<file path="config.mk">
export PLATFORM = sky130hd
export DESIGN_NAME = lds_mul
export DESIGN_NICKNAME = d
export VERILOG_FILES = /design/src/design/lds_pkg.sv /design/src/design/lds_mul.sv
export SDC_FILE = /design/constraint.sdc
export NUM_CORES = 2
export LEC_CHECK = 0
export BUFFER_PORTS_ARGS = -buffer_cell sky130_fd_sc_hd__buf_4
export CAP_MARGIN = 20
export CORE_MARGIN = 5
export CORE_UTILIZATION = 58
export DETAILED_ROUTE_END_ITERATION = 10
export GPL_ROUTABILITY_DRIVEN = 1
export HOLD_SLACK_MARGIN = 0.1
export PLACE_DENSITY = 0.75
export SETUP_SLACK_MARGIN = 0.5
export SLEW_MARGIN = 10
export SYNTH_ARGS = -nofsm -noshare
export SYNTH_HDL_FRONTEND = slang
export SYNTH_SLANG_ARGS = --single-unit
</file>
<file path="constraint.sdc">
create_clock -name i_clk -period 10.8 [get_ports i_clk]
set_clock_uncertainty 0.2 [all_clocks]
set_input_delay 2.16 -clock i_clk [delete_from_list [all_inputs] [get_ports i_clk]]
set_output_delay 2.16 -clock i_clk [all_outputs]
set_load 0.01 [all_outputs]
</file>
<file path="src/design/lds_pkg.sv">
// ----------------------------------------------------------------------------
// lds_pkg: shared types and constants of the Levinson-Durbin LPC solver
// Transaction structs, sequencer states, status and register codes, and the
// fixed-point helper functions.
// ----------------------------------------------------------------------------
package lds_pkg;

    localparam int LDS_MAX_ORDER = 32;
    localparam int LDS_DATA_W    = 32;
    localparam int LDS_COEF_W    = 32;
    localparam int LDS_DIV_W     = 63;
    localparam int LDS_DEN_W     = 32;
    localparam int LDS_MUL_W     = 33;
    localparam int LDS_PROD_W    = 2 * LDS_MUL_W;
    localparam int LDS_ACC_W     = 48;

    typedef struct packed {
        logic signed [LDS_DATA_W-1:0] autocorr_value;
        logic                         last;
    } t_in_item;

    typedef struct packed {
        logic signed [LDS_COEF_W-1:0] coefficient;
        logic [4:0]                   coef_index;
        logic [1:0]                   status;
        logic                         last_coef;
    } t_out_item;

    typedef struct packed {
        logic                 start;
        logic                 neg;
        logic [LDS_DIV_W-1:0] dividend;
        logic [LDS_DEN_W-1:0] divisor;
    } t_div_req;

    typedef struct packed {
        logic                         done;
        logic signed [LDS_COEF_W-1:0] result;
    } t_div_rsp;

    typedef enum logic [1:0] {
        ST_OK       = 2'd0,
        ST_FEW      = 2'd1,
        ST_ENERGY   = 2'd2,
        ST_UNSTABLE = 2'd3
    } t_status;

    typedef enum logic [1:0] {
        CFG_ORDER      = 2'd0,
        CFG_MIN_ENERGY = 2'd1,
        CFG_MIN_ERROR  = 2'd2
    } t_cfg_idx;

    typedef enum logic [4:0] {
        S_LOAD,
        S_CHK_RD,
        S_CHK,
        S_NRM_RD,
        S_NRM_GO,
        S_NRM_WAIT,
        S_NUM_RD,
        S_NUM_INIT,
        S_MAC_RD,
        S_MAC_MUL,
        S_MAC_ACC,
        S_KDIV,
        S_KWAIT,
        S_CP_RD,
        S_CP_WR,
        S_UP_RD,
        S_UP_MUL,
        S_UP_WR,
        S_KSQ,
        S_KSQ_RND,
        S_ERR_MUL,
        S_ERR_UPD,
        S_OUT_RD,
        S_OUT
    } t_state;

    function automatic logic signed [LDS_PROD_W-1:0] rnd23(
        input logic signed [LDS_PROD_W-1:0] p
    );
        rnd23 = (p + LDS_PROD_W'(64'sd4194304)) >>> 23;
    endfunction

    function automatic logic signed [LDS_COEF_W-1:0] sat32(
        input logic signed [LDS_ACC_W-1:0] v
    );
        if (v > LDS_ACC_W'(64'sd2147483647)) begin
            sat32 = 32'sh7FFF_FFFF;
        end else if (v < -LDS_ACC_W'(64'sd2147483648)) begin
            sat32 = 32'sh8000_0000;
        end else begin
            sat32 = v[LDS_COEF_W-1:0];
        end
    endfunction

endpackage

</file>
<file path="src/design/lds_mul.sv">
// ----------------------------------------------------------------------------
// lds_mul: shared signed multiplier
// One registered 33 x 33 signed product per cycle.
// ----------------------------------------------------------------------------
module lds_mul
    import lds_pkg::*;
(
    input  logic                         i_clk,
    input  logic signed [LDS_MUL_W-1:0]  i_a,
    input  logic signed [LDS_MUL_W-1:0]  i_b,
    output logic signed [LDS_PROD_W-1:0] o_prod
);

    logic signed [LDS_PROD_W-1:0] r_prod;

    always_ff @(posedge i_clk) begin
        r_prod <= LDS_PROD_W'(i_a) * LDS_PROD_W'(i_b);
    end

    assign o_prod = r_prod;

endmodule

</file>
==> results.sh <==
export IMPL_outcome="finished, final reports clean"
export IMPL_dieHeight_um=275
export IMPL_cell_accounting_for_the_most_synthesized_area="fa_1"
export IMPL_worst_path_max_fanout=24
export IMPL_cpPeakStageDelay_ns=0.65
export IMPL_period_minus_slack_ns=9.87
export IMPL_synth_edf_count=0
export IMPL_finish_net_count=5714
export IMPL_routed_wl_mm=106
export IMPL_area_sequential_um2=1320
export IMPL_synth_async_reset_ratio_pct=0
export IMPL_synth_ff_latch_count=66
export IMPL_timing_final_max_slew_violations=0
export IMPL_cp_depth=25
export IMPL_cts_root_buf="clkbuf_16"
export IMPL_critical_path_endpoint_type="flip-flop"
export IMPL_drtPass1Iterations=8
export IMPL_synth_lib_cells_used_distinct=80
export IMPL_yosys_most_used_dff="dfxtp_1"
export IMPL_path_delay_family="adder cells"
export IMPL_number_of_violations_of_the_max_capacitance_limit=0
export IMPL_pin_count_of_the_biggest_net_entering_global_routing=34
export IMPL_cts_path_max_buffers=2
export IMPL_floorplan_io_pins=133
export IMPL_cp_startpoint="i_a[30]"
export IMPL_setup_violations_final=0
export IMPL_class_of_the_most_critical_setup_path="primary input to flip-flop"
export IMPL_route_detailed_wl_per_inst_um=20.2
export IMPL_yosysSeqAreaShare_pct=3.24
export IMPL_die_area_um2=75600
export IMPL_worstPathArrival_ns=9.97
export IMPL_final_layout_size_suffix_gt1_share_pct=4.90
export IMPL_areaGrowthSynthToFinish_pct=4.43
export IMPL_mappedNetlistNets=5767
export IMPL_syn_instance_count=4338
export IMPL_timing_worst_slew_pin_value_ns=0.989
export IMPL_number_of_hold_violations_in_the_final_report=0
export IMPL_global_route_wire_length_before_repair_mm=173
export IMPL_tritoncts_clock_tree="done"
export IMPL_grt_pass1_vias=32200
export IMPL_largest_register_ff_count=66
export IMPL_syn_mean_instance_area_um2=9.39
export IMPL_worst_slew_margin_rel_pct=34.1
export IMPL_pre_cts_setup_slack_ns=0.605
export IMPL_multiInputGateArea_um2=34300
export IMPL_std_cell_rows=97
export IMPL_cp_endpoint="o_prod[64]"
export IMPL_netlist_area_um2=40700
export IMPL_remaining_drc_errors=0
export IMPL_dp_cells=5214
export IMPL_crit_slowest_cell="nor3_1"
export IMPL_tritoncts_num_sinks=66
export IMPL_max_freq_mhz=101
export IMPL_required_time_at_the_worst_slack_endpoint_ns=10.90
export IMPL_synth_top_cells_by_area="fa_1 56%, inv_1 10%, and2_1 8.6%"
export IMPL_cts_htree_levels=3
export IMPL_detail_route_iter0_violations=2146
export IMPL_cts_buffers=9
export IMPL_routed_via_count=28700
export IMPL_synth_warning_count=0
export IMPL_dp_hpwl_mm=86.0
export IMPL_critical_path_startpoint_type="primary input"
export IMPL_critPathMostFrequentCell="fa_1"
export IMPL_grtUsageTotal_pct=29.5
export IMPL_overflow=0
export IMPL_postLayoutSetupSlackWorst_ns=0.930
export IMPL_floorplan_initialDensity_pct=58.4
export IMPL_post_detailed_route_count_of_antenna_violating_nets=0
export IMPL_clk_pin_slew_ns=0.07
export IMPL_portBuffers=132
export IMPL_placeableCoreArea_um2=69800
export IMPL_worstHoldPathType="primary input to flip-flop"
export IMPL_totalNegativeSetupSlack_ns=0
export IMPL_final_period_utilization_pct=91.4
export IMPL_gp_congestion=0.938
export IMPL_postCtsSetupBuffers=0
export IMPL_postCtsResizedCells=0
export IMPL_grt_antenna_before_repair=3
export IMPL_die_w_um=275
export IMPL_vias_per_cell=5.49
export IMPL_worstPathBufferInverterCount=7
export IMPL_setup_repair_after_global_routing_missed_its_margin="false"
export IMPL_post_cts_hold_buffer_count=0
export IMPL_nFillCells=5862
export IMPL_final_instance_count_excl_fill=5232
export IMPL_share_of_the_synthesized_area_in_the_top_cell_type_pct=56.3
-- metrics by stage --
stage	hold WS (ns)	utilization, %	area, um2
2_1_floorplan	2.09	-	40700
3_3_place_gp	2.35	60.5	42200
3_5_place_dp	2.35	60.5	42200
4_1_cts	2.02	60.9	42500
5_1_grt	2.04	60.9	42500
6_report	2.04	61.0	42500
-- worst min path at each step --
stage                from  cells past startpoint  slack [ns]          to
3_3_place_gp   o_prod[12]                      1        2.35  o_prod[12]
4_1_cts            i_b[0]                      2        2.02   o_prod[0]
6_report           i_b[0]                      2        2.04   o_prod[0]
5_1_grt            i_b[0]                      2        2.04   o_prod[0]
3_5_place_dp   o_prod[10]                      1        2.35  o_prod[10]
2_1_floorplan      i_a[0]                      1        2.09   o_prod[0]
-- cells by family after synthesis --
kind of cell,share of synthesized area (%)
adders and majority gates,62.9
buffers and inverters,12.5
AOI/OAI and AO/OA,4.07
and+or+nand+nor,15.8
DFF,3.24
xor gates and xnor gates,1.46
-- area by class of cell --
cell class	count	share of cell area [%]
multi-input cells	2920	80.7
inverters	1131	9.98
flip-flops and latches	66	3.11
repair buffers	157	2.77
well taps	940	2.76
clock buffers	9	0.529
clock inverters	7	0.165
diodes	2	0.0118
-- synth_stat cells, types with 3 or more instances --
cell type and count:
ha_1 217, buf_2 11, and4_1 5, nand2_1 551, o31ai_4 3, fa_1 1145
nand2b_1 12, xnor2_1 43, o211ai_1 4, a21oi_1 57, or3_1 3, nor3_1 7
nor2b_1 5, inv_1 1131, and3_1 5, clkbuf_1 208, a211oi_2 3, or2_2 3
nor2_1 68, o21a_1 6, nand4_1 11, a211oi_1 7, o21ai_1 6, dfxtp_1 66
o21bai_1 11, a21o_1 36, and2_1 562, xor2_1 25, a211o_1 6, a21oi_2 3
nand3_1 25, o21ai_0 25, a31oi_1 8
-- placed cells by master (no fill, tap or decap), types with 4 or more instances in the layout --
cell type / instances
a31oi_1: 8
clkbuf_16: 9
xnor2_1: 43
dfxtp_1: 66
o21ai_0: 25
nor3_1: 7
nand2b_1: 12
a21oi_1: 57
o21bai_1: 11
a211oi_1: 7
buf_4: 157
nor2_1: 68
xor2_1: 25
o21ai_1: 6
o211ai_1: 4
nand3_1: 25
o21a_1: 6
nor2b_1: 5
nand2_1: 551
and3_1: 5
fa_1: 1145
and2_1: 562
inv_1: 1131
nand4_1: 11
ha_1: 217
a211o_1: 6
a21o_1: 36
and4_1: 5
-- metal layers --
| layer | up-vias | global-route usage (%) | part of all wire (%) |
|---|---|---|---|
| met5 | - | 0 | 0 |
| met3 | 292 | 4.38 | 7.4 |
| met2 | 1250 | 50.6 | 51 |
| met1 | 15000 | 38.0 | 37 |
| met4 | 0 | 11.6 | 4.7 |
| li1 | 12200 | - | - |
Power is left out: the tool's default activity adds up to more than one toggle a clock period on the data nets, which glitch-free logic cannot reach.
