$ cat config.mk
export PLATFORM = sky130hd
export DESIGN_NAME = lds_div
export DESIGN_NICKNAME = d
export VERILOG_FILES = /design/src/design/lds_pkg.sv /design/src/design/lds_div.sv
export SDC_FILE = /design/constraint.sdc
export NUM_CORES = 1
export LEC_CHECK = 0
export ABC_AREA = 1
export BUFFER_PORTS_ARGS = -buffer_cell sky130_fd_sc_hd__buf_4
export CAP_MARGIN = 5
export CORE_MARGIN = 3
export CORE_UTILIZATION = 59
export DETAILED_ROUTE_END_ITERATION = 8
export PLACE_DENSITY = 0.8
export SYNTH_ARGS = -nofsm -noshare
export SYNTH_HDL_FRONTEND = slang
export SYNTH_SLANG_ARGS = --single-unit
$ cat constraint.sdc
create_clock -name i_clk -period 3.7 [get_ports i_clk]
set_input_delay 0.37 -clock i_clk [delete_from_list [all_inputs] [get_ports i_clk]]
set_output_delay 0.37 -clock i_clk [all_outputs]
set_load 0.03 [all_outputs]
$ cat src/design/lds_pkg.sv
// ----------------------------------------------------------------------------
// lds_pkg: shared types and constants of the Levinson-Durbin LPC solver
// Transaction structs, sequencer states, status and register codes, and the
// fixed-point helper functions.
// ----------------------------------------------------------------------------
package lds_pkg;

    localparam int LDS_MAX_ORDER = 32;
    localparam int LDS_DATA_W    = 32;
    localparam int LDS_COEF_W    = 32;
    localparam int LDS_DIV_W     = 63;
    localparam int LDS_DEN_W     = 32;
    localparam int LDS_MUL_W     = 33;
    localparam int LDS_PROD_W    = 2 * LDS_MUL_W;
    localparam int LDS_ACC_W     = 48;

    typedef struct packed {
        logic signed [LDS_DATA_W-1:0] autocorr_value;
        logic                         last;
    } t_in_item;

    typedef struct packed {
        logic signed [LDS_COEF_W-1:0] coefficient;
        logic [4:0]                   coef_index;
        logic [1:0]                   status;
        logic                         last_coef;
    } t_out_item;

    typedef struct packed {
        logic                 start;
        logic                 neg;
        logic [LDS_DIV_W-1:0] dividend;
        logic [LDS_DEN_W-1:0] divisor;
    } t_div_req;

    typedef struct packed {
        logic                         done;
        logic signed [LDS_COEF_W-1:0] result;
    } t_div_rsp;

    typedef enum logic [1:0] {
        ST_OK       = 2'd0,
        ST_FEW      = 2'd1,
        ST_ENERGY   = 2'd2,
        ST_UNSTABLE = 2'd3
    } t_status;

    typedef enum logic [1:0] {
        CFG_ORDER      = 2'd0,
        CFG_MIN_ENERGY = 2'd1,
        CFG_MIN_ERROR  = 2'd2
    } t_cfg_idx;

    typedef enum logic [4:0] {
        S_LOAD,
        S_CHK_RD,
        S_CHK,
        S_NRM_RD,
        S_NRM_GO,
        S_NRM_WAIT,
        S_NUM_RD,
        S_NUM_INIT,
        S_MAC_RD,
        S_MAC_MUL,
        S_MAC_ACC,
        S_KDIV,
        S_KWAIT,
        S_CP_RD,
        S_CP_WR,
        S_UP_RD,
        S_UP_MUL,
        S_UP_WR,
        S_KSQ,
        S_KSQ_RND,
        S_ERR_MUL,
        S_ERR_UPD,
        S_OUT_RD,
        S_OUT
    } t_state;

    function automatic logic signed [LDS_PROD_W-1:0] rnd23(
        input logic signed [LDS_PROD_W-1:0] p
    );
        rnd23 = (p + LDS_PROD_W'(64'sd4194304)) >>> 23;
    endfunction

    function automatic logic signed [LDS_COEF_W-1:0] sat32(
        input logic signed [LDS_ACC_W-1:0] v
    );
        if (v > LDS_ACC_W'(64'sd2147483647)) begin
            sat32 = 32'sh7FFF_FFFF;
        end else if (v < -LDS_ACC_W'(64'sd2147483648)) begin
            sat32 = 32'sh8000_0000;
        end else begin
            sat32 = v[LDS_COEF_W-1:0];
        end
    endfunction

endpackage

$ cat src/design/lds_div.sv
// ----------------------------------------------------------------------------
// lds_div: shared restoring divider
// Unsigned quotient one bit per cycle, then sign applied and saturated to
// a signed 32-bit result. Done pulses in the cycle after the final step.
// ----------------------------------------------------------------------------
module lds_div
    import lds_pkg::*;
(
    input  logic     i_clk,
    input  logic     i_rst_n,
    input  t_div_req i_req,
    output t_div_rsp o_rsp
);

    localparam int CNT_W = $clog2(LDS_DIV_W);

    logic                 r_busy, n_busy;
    logic                 r_done, n_done;
    logic [CNT_W-1:0]     r_cnt, n_cnt;
    logic [LDS_DEN_W-1:0] r_rem, n_rem;
    logic [LDS_DIV_W-1:0] r_dvd, n_dvd;
    logic [LDS_DIV_W-1:0] r_q, n_q;
    logic [LDS_DEN_W-1:0] r_den, n_den;
    logic                 r_neg, n_neg;
    logic [LDS_DEN_W:0]   rem_sh;
    logic                 q_hi;

    always_comb begin
        n_busy = r_busy;
        n_done = 1'b0;
        n_cnt  = r_cnt;
        n_rem  = r_rem;
        n_dvd  = r_dvd;
        n_q    = r_q;
        n_den  = r_den;
        n_neg  = r_neg;
        rem_sh = {r_rem, r_dvd[LDS_DIV_W-1]};
        if (i_req.start) begin
            n_busy = 1'b1;
            n_cnt  = '0;
            n_rem  = '0;
            n_dvd  = i_req.dividend;
            n_q    = '0;
            n_den  = i_req.divisor;
            n_neg  = i_req.neg;
        end else if (r_busy) begin
            n_dvd = {r_dvd[LDS_DIV_W-2:0], 1'b0};
            if (rem_sh >= {1'b0, r_den}) begin
                n_rem = LDS_DEN_W'(rem_sh - {1'b0, r_den});
                n_q   = {r_q[LDS_DIV_W-2:0], 1'b1};
            end else begin
                n_rem = rem_sh[LDS_DEN_W-1:0];
                n_q   = {r_q[LDS_DIV_W-2:0], 1'b0};
            end
            n_cnt = r_cnt + CNT_W'(1);
            if (r_cnt == CNT_W'(LDS_DIV_W - 1)) begin
                n_busy = 1'b0;
                n_done = 1'b1;
            end
        end
    end

    always_ff @(posedge i_clk) begin
        if (!i_rst_n) begin
            r_busy <= 1'b0;
            r_done <= 1'b0;
        end else begin
            r_busy <= n_busy;
            r_done <= n_done;
        end
        r_cnt <= n_cnt;
        r_rem <= n_rem;
        r_dvd <= n_dvd;
        r_q   <= n_q;
        r_den <= n_den;
        r_neg <= n_neg;
    end

    assign q_hi = |r_q[LDS_DIV_W-1:LDS_COEF_W-1];

    always_comb begin
        o_rsp.done = r_done;
        if (r_neg) begin
            o_rsp.result = q_hi ? 32'sh8000_0000 : -$signed(r_q[LDS_COEF_W-1:0]);
        end else begin
            o_rsp.result = q_hi ? 32'sh7FFF_FFFF : $signed(r_q[LDS_COEF_W-1:0]);
        end
    end

endmodule

==> results of run 1 <==
-- sequential cells by signal, indices dropped and copies added (netlist names) --
name    count
r_busy      1
r_dvd      63
r_den      32
r_done      1
r_rem      32
r_cnt       6
r_q        63
r_neg       1
-- per-stage QoR --
stage          cells  setup WS [ns]  cell area, sq um  total power (uW)
2_1_floorplan   1615         0.7788             11420              2783
3_3_place_gp    1963          1.072             12570              2942
3_5_place_dp    1963          1.081             12570              2953
4_1_cts         1995         0.5784             13180              4829
5_1_grt         1995         0.2998             13180              4988
6_report        1995         0.4992             13180              4788
-- Yosys cell counts (8+ instances only) --
cell	count
dfxtp_1	103
clkbuf_1	35
ha_1	35
nor2_1	92
nand2_1	608
inv_2	9
o21ai_1	16
a21oi_1	24
nor4_1	10
inv_1	232
nand3_1	130
nor3_1	10
o22ai_1	61
nand2_2	8
o21ai_0	48
edfxtp_1	96
nand4_1	18
xor2_1	20
buf_2	9
-- logic make-up (layout without fill, tap and decap cells) --
kind of cell | count (synthesis) | count (layout) | synth area share
compound gates | 155 | 155 | 0.07581
xor+xnor | 26 | 26 | 0.01994
flops | 199 | 199 | 0.4330
simple gates | 900 | 900 | 0.3293
fa+ha+maj | 36 | 36 | 0.04010
buf+inv | 299 | 419 | 0.1019
-- critical path: stages (launching register included) --
cell      delay (ns)
dfxtp_1         0.33
clkinv_1        0.19
ha_1            0.35
nand3_1         0.25
nor3_1          0.62
or2_2           0.22
nand3_1         0.06
o21ai_0         0.17
buf_4           0.20
-- worst max path at each step --
stage,startpoint,to,slack [ns],cells after the start
floorplan,r_busy,r_dvd[0],0.78,3
global placement,r_q[0],o_rsp[12],1.07,8
detailed placement,r_q[0],o_rsp[12],1.08,8
CTS,r_q[0],o_rsp[12],0.58,8
global route,r_q[0],o_rsp[28],0.30,9
finish,r_q[0],o_rsp[12],0.50,8
-- placed cells by master, fill, tap and decap left out, types with 35 or more instances in the layout --
cell	n
o22ai_1	61
buf_4	141
nand2_1	607
o21ai_0	48
nand3_1	130
ha_1	35
inv_1	231
edfxtp_1	96
nor2_1	91
dfxtp_1	103
-- power groups by stage --
| stage | clock [uW] | combinational (uW) | sequential, uW |
|---|---|---|---|
| 2_1_floorplan | 0 | 277 | 2510 |
| 3_3_place_gp | 0 | 430 | 2510 |
| 3_5_place_dp | 0 | 437 | 2520 |
| 4_1_cts | 1920 | 441 | 2470 |
| 5_1_grt | 2010 | 498 | 2480 |
| 6_report | 1880 | 440 | 2470 |
-- area by class of cell --
class                   count  share of cell area
well taps                 260             0.02468
flip-flops and latches    199              0.3751
clock inverters            15             0.01395
clock buffers              17             0.03227
repair buffers            141             0.08030
multi-input cells        1117              0.4034
inverters                 246             0.07024
-- layer usage --
| layer | up-vias | wire length (um) | GRT usage |
|---|---|---|---|
| met5 | - | 0 | 0 |
| met4 | 0 | 589 | 0.07930 |
| li1 | 5375 | - | - |
| met2 | 328 | 13770 | 0.4587 |
| met3 | 43 | 1860 | 0.04716 |
| met1 | 4797 | 12650 | 0.3702 |
==> results.json, run 1 <==
{
  "outcome": "finished clean",
  "whs_endpoint": "r_den[9]",
  "syn2layout_area_growth_pct": 15.41,
  "core-area_sq_um": 18830,
  "io_pins": 132,
  "die_h_um": 145.1,
  "wl_um": 28870,
  "cp-end-kind": "primary output",
  "p_int_uw": 3523,
  "syn_nets": 1750,
  "drive_gt1_frac": 0.1199,
  "gp_congestion": 1.021,
  "worstRegToRegCells": 14,
  "finalSetupTns_ns": 0,
  "clock-sinks": 199,
  "pwr-share-clk": 0.393,
  "drtIter0Drc": 808,
  "cts_setup_buffers": 0,
  "cp.required_ns": 3.33,
  "cts_htree_levels": 4,
  "drc": 0,
  "multi_input_area_sq_um": 5318,
  "final_max_slew_viol_count": 0,
  "yosys_warnings": 0,
  "ys_types": 42,
  "cts_hold_buf": 0,
  "cts.path.max_buffers": 2,
  "avgViaCountPerCell": 5.285,
  "worstSkewPairLatency_ns": 0.44,
  "first_pass_iters": 8,
  "setup_viol": 0,
  "r2r_start": "r_den[30]",
  "min_path_type": "input pin to register",
  "finalHoldViolCount": 0,
  "dieArea_sq_um": 21060,
  "n_fill_cell": 1629,
  "nets": 1857,
  "finClkSkew_ns": 0.01617,
  "synth_cells": 1615,
  "tightest_slew_ns": 0.9682,
  "crit_type": "register to primary output",
  "cts_root_buffer": "clkbuf_16",
  "synth_edf_count": 96,
  "grt_pass1_wl_um": 47970,
  "cellPowerDensity_nw_per_um2": 363.2,
  "period_share": 0.8651,
  "relSlewSlack": 0.3538,
  "overflow": 0,
  "portBuffers": 131,
  "yosysTopAreaCell": "edfxtp_1",
  "syn_area_sq_um": 11420,
  "cp.arrival_ns": 2.83,
  "synth.top_cell.area_share": 0.2524,
  "rsz0062_at_grt": "false",
  "clk_pin_slew_ns": 0.08,
  "worstReg2RegEnd": "r_rem[27]",
  "fin_util": 0.7000,
  "cts_made_buffers": 17,
  "via_count": 10543,
  "p_seq_frac": 0.515,
  "synth_area_leaders": "edfxtp_1 25%, nand2_1 20%, dfxtp_1 18%",
  "hpwl_um": 21070,
  "antenna_found_initial": 0,
  "whs_ns": 0.1017,
  "antenna_cells": 0,
  "avgSynthCellArea_sq_um": 7.072,
  "p_sw_frac": 0.2642,
  "regArea_sq_um": 4945,
  "grt_pass1_vias": 10040,
  "synth_top_flop_cell": "dfxtp_1",
  "async_flop_share": 0,
  "cap_violations": 0,
  "min_from": "i_req[9]",
  "ctsResizeCount": 0,
  "critPathLaunchType": "register",
  "p_comb_frac": 0.092,
  "fin_crit_ns": 3.201,
  "start_util": 0.6065,
  "wl_per_cell_um": 14.47,
  "hold_depth": 1,
  "rrSetupSlack_ns": 1.18,
  "p_leak_uw": 0.006802,
  "ys_seq_elements": 199,
  "p_sw_uw": 1265,
  "fp-row-count": 50,
  "gr-usage-all-layers": 0.2747,
  "seq_area_frac_synth": 0.4330,
  "max_freq_ghz": 0.3124,
  "antenna_left": 0,
  "grt_max_degree": 77,
  "crit_fanout": 10,
  "cts_tree": "done",
  "die_w_um": 145.1,
  "ir_drop_v": 0.0004101
}
(Power assumes the default switching activity.)
==> run 2, diff against run 1 <==
--- a/config.mk
+++ b/config.mk
@@ -6,12 +6,12 @@
 export NUM_CORES = 1
 export LEC_CHECK = 0
 export ABC_AREA = 1
-export BUFFER_PORTS_ARGS = -buffer_cell sky130_fd_sc_hd__buf_4
 export CAP_MARGIN = 5
 export CORE_MARGIN = 3
-export CORE_UTILIZATION = 59
+export CORE_UTILIZATION = 63
 export DETAILED_ROUTE_END_ITERATION = 8
-export PLACE_DENSITY = 0.8
+export DONT_BUFFER_PORTS = 1
+export PLACE_DENSITY = 0.87
 export SYNTH_ARGS = -nofsm -noshare
 export SYNTH_HDL_FRONTEND = slang
 export SYNTH_SLANG_ARGS = --single-unit
==> run 2 against run 1 <==
Net effect:
- first-iteration DRC count up 3.2%
- sequential cell count unchanged
- hold slack worse by 0.086 ns
- critical path depth up 2
- global-route usage up 1.7 points
- cell count down 6.9%
- critical path type unchanged
- largest power group unchanged
==> results.json, run 2 (synthesized netlist as in run 1, its figures left out) <==
{
  "outcome": "finished clean",
  "core-area_sq_um": 17540,
  "wl_per_cell_um": 15.71,
  "rrSetupSlack_ns": 1.17,
  "n_fill_cell": 1458,
  "hpwl_um": 20280,
  "min_path_type": "input pin to register",
  "critPathLaunchType": "register",
  "die_w_um": 140.6,
  "relSlewSlack": 0.2073,
  "dieArea_sq_um": 19780,
  "worstRegToRegCells": 16,
  "start_util": 0.6513,
  "drtIter0Drc": 834,
  "use_met3": 0.06615,
  "antenna_left": 0,
  "antenna_found_initial": 1,
  "min_from": "i_req[7]",
  "dp_slack_ns": 1.073,
  "grtUsageMet2": 0.4851,
  "cts_made_buffers": 17,
  "gr-usage-all-layers": 0.2914,
  "first_pass_iters": 6,
  "grt_pass1_vias": 9614,
  "rsz0062_at_grt": "false",
  "cts_setup_buffers": 0,
  "cts_htree_levels": 4,
  "cp.required_ns": 3.33,
  "r2r_start": "r_den[6]",
  "reg.largest.list": "r_dvd x63, r_q x63",
  "busiest_layer": "met2",
  "drive_gt1_frac": 0.04598,
  "via_count": 10416,
  "crit_type": "register to primary output",
  "fin_util": 0.7113,
  "portBuffers": 0,
  "syn2layout_area_growth_pct": 9.225,
  "die_h_um": 140.6,
  "tightest_slew_ns": 1.188,
  "grt_max_degree": 102,
  "setup_viol": 0,
  "whs_ns": 0.01560,
  "ir_drop_v": 0.0003569,
  "grt_pass1_wl_um": 46770,
  "clk_pin_slew_ns": 0.09,
  "grtUsageMet1": 0.3822,
  "finClkSkew_ns": 0.01304,
  "cts.path.max_buffers": 2,
  "avgViaCountPerCell": 5.606,
  "finalSetupTns_ns": 0,
  "fin_crit_ns": 3.178,
  "nets": 1753,
  "final_common_cell": "nand2_1",
  "cp.arrival_ns": 2.81,
  "io_pins": 132,
  "cap_violations": 0,
  "whs_endpoint": "r_den[7]",
  "max_freq_ghz": 0.3147,
  "finalHoldViolCount": 0,
  "cts_tree": "done",
  "clock-sinks": 199,
  "hold_depth": 0,
  "cts_root_buffer": "clkbuf_16",
  "period_share": 0.8588,
  "worstSkewPairLatency_ns": 0.45,
  "final_cell_count_no_fill": 1858,
  "cellPowerDensity_nw_per_um2": 388.1,
  "wl_um": 29190,
  "cp-end-kind": "primary output",
  "placedCellCount": 1795,
  "fp-row-count": 48,
  "mostFrequentLayoutCells": "607 x nand2_1, 231 x inv_1, 130 x nand3_1",
  "overflow": 0,
  "setup_ws_ns": 0.5223,
  "final_max_slew_viol_count": 0,
  "crit_fanout": 10,
  "gp_congestion": 1.006,
  "p_leak_uw": 0.006282,
  "drc": 0,
  "worstReg2RegEnd": "r_rem[30]"
}
-- run 2: where the power goes --
group | internal, uW | total [uW] | switching [uW]
Combinational | 125 | 376 | 252
Sequential | 2430 | 2470 | 36.5
Clock | 959 | 2000 | 1040
-- run 2: final cells by class --
class,instances,area [sq um],area share
tap,225,281.5,0.02257
clock buffer,17,425.4,0.03410
multi-input combinational,1117,5318,0.4263
sequential,199,4945,0.3964
inverter,246,925.9,0.07422
antenna,2,5.005,0.0004012
clock inverter,15,211.5,0.01695
timing repair buffer,37,362.8,0.02909
-- run 2: worst max-delay path, cell delays in order, from the launching register on --
cell,delay (ns)
dfxtp_1,0.33
clkinv_1,0.18
ha_1,0.30
nand3_1,0.25
nor2_1,0.31
nand2_1,0.12
inv_1,0.12
nand3_1,0.08
nand2_1,0.07
nand3_1,0.07
o21ai_1,0.51
-- run 2: metrics by stage --
| stage | total power (uW) | area [sq um] |
|---|---|---|
| 2_1_floorplan | 2783 | 11420 |
| 3_3_place_gp | 2844 | 11540 |
| 3_5_place_dp | 2858 | 11540 |
| 4_1_cts | 4830 | 12190 |
| 5_1_grt | 5003 | 12470 |
| 6_report | 4841 | 12470 |
-- run 2: worst max-delay path by stage --
stage	startpoint	endpoint	slack, ns	cells after the start
final	r_q[0]	o_rsp[30]	0.52	10
after CTS	r_q[0]	o_rsp[30]	0.57	10
after floorplan	r_busy	r_dvd[0]	0.78	3
after detailed placement	r_q[0]	o_rsp[30]	1.07	10
after global placement	r_q[0]	o_rsp[30]	1.10	10
after global routing	r_q[0]	o_rsp[30]	0.33	10
-- run 2: what timing repair did --
action                                 4_1_cts  5_1_grt
hold buffers                                 1       28
endpoints found under the hold margin        1       28
resized for setup                            0        0
setup endpoints to repair                    0        0
-- run 2: routing by layer --
metal  vias up  share of wire
li1       5171              -
met1      4779           0.42
met2       409           0.49
met3        57          0.073
met4         0          0.022
met5         -              0
==> run 3, diff against run 2 <==
--- a/config.mk
+++ b/config.mk
@@ -5,13 +5,13 @@
 export SDC_FILE = /design/constraint.sdc
 export NUM_CORES = 1
 export LEC_CHECK = 0
-export ABC_AREA = 1
 export CAP_MARGIN = 5
 export CORE_MARGIN = 3
 export CORE_UTILIZATION = 63
 export DETAILED_ROUTE_END_ITERATION = 8
 export DONT_BUFFER_PORTS = 1
 export PLACE_DENSITY = 0.87
+export SLEW_MARGIN = 20
 export SYNTH_ARGS = -nofsm -noshare
 export SYNTH_HDL_FRONTEND = slang
 export SYNTH_SLANG_ARGS = --single-unit
==> run 3 against run 2 <==
Net effect:
- count of clock-buffer cells in the layout is 3 higher
- area after synthesis is 8.2% lower
- combinational power rose by 110%
- cell count down 32%
- fmax decreased by 14%
- sequential share of layout area up 3.0 points
- largest cell class unchanged
- largest power group unchanged
- highest routed layer is now met5
==> results.json, run 3 <==
{
  "outcome": "finished clean",
  "die_w_um": 135.0,
  "gr-usage-all-layers": 0.2396,
  "hpwl_um": 14190,
  "synth_edf_count": 96,
  "grt_pass1_wl_um": 35530,
  "io_pins": 132,
  "grt_max_degree": 198,
  "setup_viol": 0,
  "yosysMostFrequentCell": "nor2_1",
  "seq_area_frac_synth": 0.4715,
  "syn2layout_area_growth_pct": 10.76,
  "gp_congestion": 0.8881,
  "antenna_left": 0,
  "dieArea_sq_um": 18230,
  "cellPowerDensity_nw_per_um2": 452.0,
  "synth_top_flop_cell": "dfxtp_1",
  "drtIter0Drc": 621,
  "avgViaCountPerCell": 6.192,
  "fp-row-count": 46,
  "finalSetupTns_ns": 0,
  "mostFrequentLayoutCells": "136 x nor2_1, 98 x dfxtp_1, 96 x edfxtp_1",
  "rsz0062_at_grt": "true",
  "async_flop_share": 0,
  "synth_cells": 1039,
  "core-area_sq_um": 16120,
  "cp-end-kind": "primary output",
  "worstSkewPairLatency_ns": 0.44,
  "ir_drop_v": 0.0003535,
  "syn_nets": 1174,
  "drive_gt1_frac": 0.1646,
  "dp_slack_ns": 0.4023,
  "relSlewSlack": 0.3175,
  "synth.top_cell.area_share": 0.2749,
  "yosysTopAreaCell": "edfxtp_1",
  "crit_type": "register to primary output",
  "cts_htree_levels": 4,
  "grt_pass1_vias": 7307,
  "reg.largest.list": "r_dvd x63, r_q x63",
  "worstRegToRegCells": 10,
  "min_path_type": "input pin to register",
  "portBuffers": 0,
  "yosys_warnings": 0,
  "cts.path.max_buffers": 2,
  "period_share": 0.9934,
  "wl_per_cell_um": 17.42,
  "cp.required_ns": 3.33,
  "avgSynthCellArea_sq_um": 10.09,
  "hold_depth": 1,
  "cp.arrival_ns": 3.31,
  "start_util": 0.6508,
  "die_h_um": 135.0,
  "finalHoldViolCount": 0,
  "finClkSkew_ns": 0.01386,
  "overflow": 0,
  "cts_root_buffer": "clkbuf_16",
  "wl_um": 22090,
  "crit_fanout": 7,
  "ys_types": 68,
  "synthTopCellsByCount": "136 x nor2_1, 103 x dfxtp_1, 96 x edfxtp_1",
  "n_fill_cell": 1178,
  "clk_pin_slew_ns": 0.08,
  "tightest_slew_ns": 1.013,
  "syn_area_sq_um": 10490,
  "cts_tree": "done",
  "via_count": 7852,
  "final_common_cell": "nor2_1",
  "ys_seq_elements": 199,
  "setup_ws_ns": 0.02449,
  "max_freq_ghz": 0.2721,
  "cap_violations": 0,
  "fin_crit_ns": 3.676,
  "nets": 1173,
  "p_leak_uw": 0.004521,
  "cts_made_buffers": 17,
  "antenna_found_initial": 2,
  "final_max_slew_viol_count": 0,
  "synth_area_leaders": "edfxtp_1 27%, dfxtp_1 20%, mux2_2 6.7%",
  "first_pass_iters": 5,
  "clock-sinks": 199,
  "drc": 0,
  "critPathLaunchType": "register"
}
-- run 3: cell count changes after synthesis, moves of 10 or more --
| cell | previous run | this run |
|---|---|---|
| nand3_1 | 130 | 29 |
| o22ai_1 | 61 | 3 |
| a21oi_1 | 24 | 40 |
| or3_1 | 0 | 19 |
| o31ai_1 | 0 | 12 |
| mux2_2 | 0 | 62 |
| buf_1 | 4 | 15 |
| a311oi_1 | 0 | 18 |
| o21ai_1 | 16 | 2 |
| nand2_1 | 608 | 53 |
| a21o_1 | 1 | 11 |
| mux2i_1 | 0 | 64 |
| nor2_1 | 92 | 136 |
| inv_1 | 232 | 50 |
-- run 3: metrics by stage --
stage               area [sq um]  instances  hold WS [ns]  utilization  power (uW)
floorplan                  10490       1039        0.4523            -        3189
global placement           10750       1226        0.4583       0.6672        3298
detailed placement         10750       1226        0.4689       0.6672        3322
CTS                        11380       1258      0.001587       0.7062        5239
global route               11620       1268      0.001829       0.7208        5464
finish                     11620       1268       0.01574       0.7208        5250
-- run 3: layout make-up --
cell class | instances | area [sq um] | area share
well taps | 216 | 270.3 | 0.02327
clock buffers | 20 | 479.2 | 0.04125
flip-flops and latches | 199 | 4956 | 0.4266
multi-input cells | 729 | 5254 | 0.4523
clock inverters | 12 | 143.9 | 0.01239
diodes | 1 | 2.502 | 0.0002154
repair buffers | 41 | 322.8 | 0.02779
inverters | 50 | 187.7 | 0.01616
-- run 3: where the power goes --
| part | leakage [uW] | internal (uW) | switching (uW) | total (uW) |
|---|---|---|---|---|
| Combinational | 0.00241 | 348 | 451 | 799 |
| Clock | 0.000313 | 1090 | 835 | 1930 |
| Sequential | 0.00179 | 2460 | 64.8 | 2530 |
| Total | 0.00452 | 3900 | 1350 | 5250 |
-- run 3: critical path, stage by stage (launching register included) --
cell and delay [ns]:
dfxtp_2 0.37, or3_4 0.43, or3_4 0.37, or3_1 0.37, or2_4 0.27, nor4_4 0.19
nand2_2 0.17, o31ai_2 0.28, xor2_1 0.22, buf_4 0.19
-- run 3: what timing repair did --
item	CTS	global route
buffers inserted	0	3
setup endpoints to repair	5	16
resized for setup	1	36
hold buffers	0	6
pin swaps	0	7
hold endpoints to repair	0	6
-- run 3: cells by family after synthesis --
family / after synthesis / share of synthesized area
xor gates and xnor gates: 38 / 0.03173
AOI/OAI and AO/OA: 199 / 0.1324
DFF: 199 / 0.4715
muxes: 126 / 0.1277
and+or+nand+nor: 330 / 0.1509
buffers and inverters: 111 / 0.04211
adders and majority gates: 36 / 0.04367
-- run 3: layer usage --
| layer | up-vias | global-route usage | wire length (um) |
|---|---|---|---|
| met5 | - | 0 | 13 |
| met2 | 285 | 0.3505 | 9978 |
| met4 | 2 | 0.07447 | 364 |
| met1 | 3715 | 0.3341 | 9808 |
| li1 | 3813 | - | - |
| met3 | 37 | 0.08905 | 1922 |
-- run 3: path summary, 6_finish.rpt --
| path | slack, ns | startpoint | endpoint |
|---|---|---|---|
| worst max-delay path | 0.02 | r_q[14] | o_rsp[27] |
| worst min-delay path | 0.02 | i_req[96] | r_rem[0] |
| worst max register to register | 0.25 | r_rem[17] | r_rem[21] |
| worst min register to register | 0.49 | r_rem[30] | r_rem[30] |
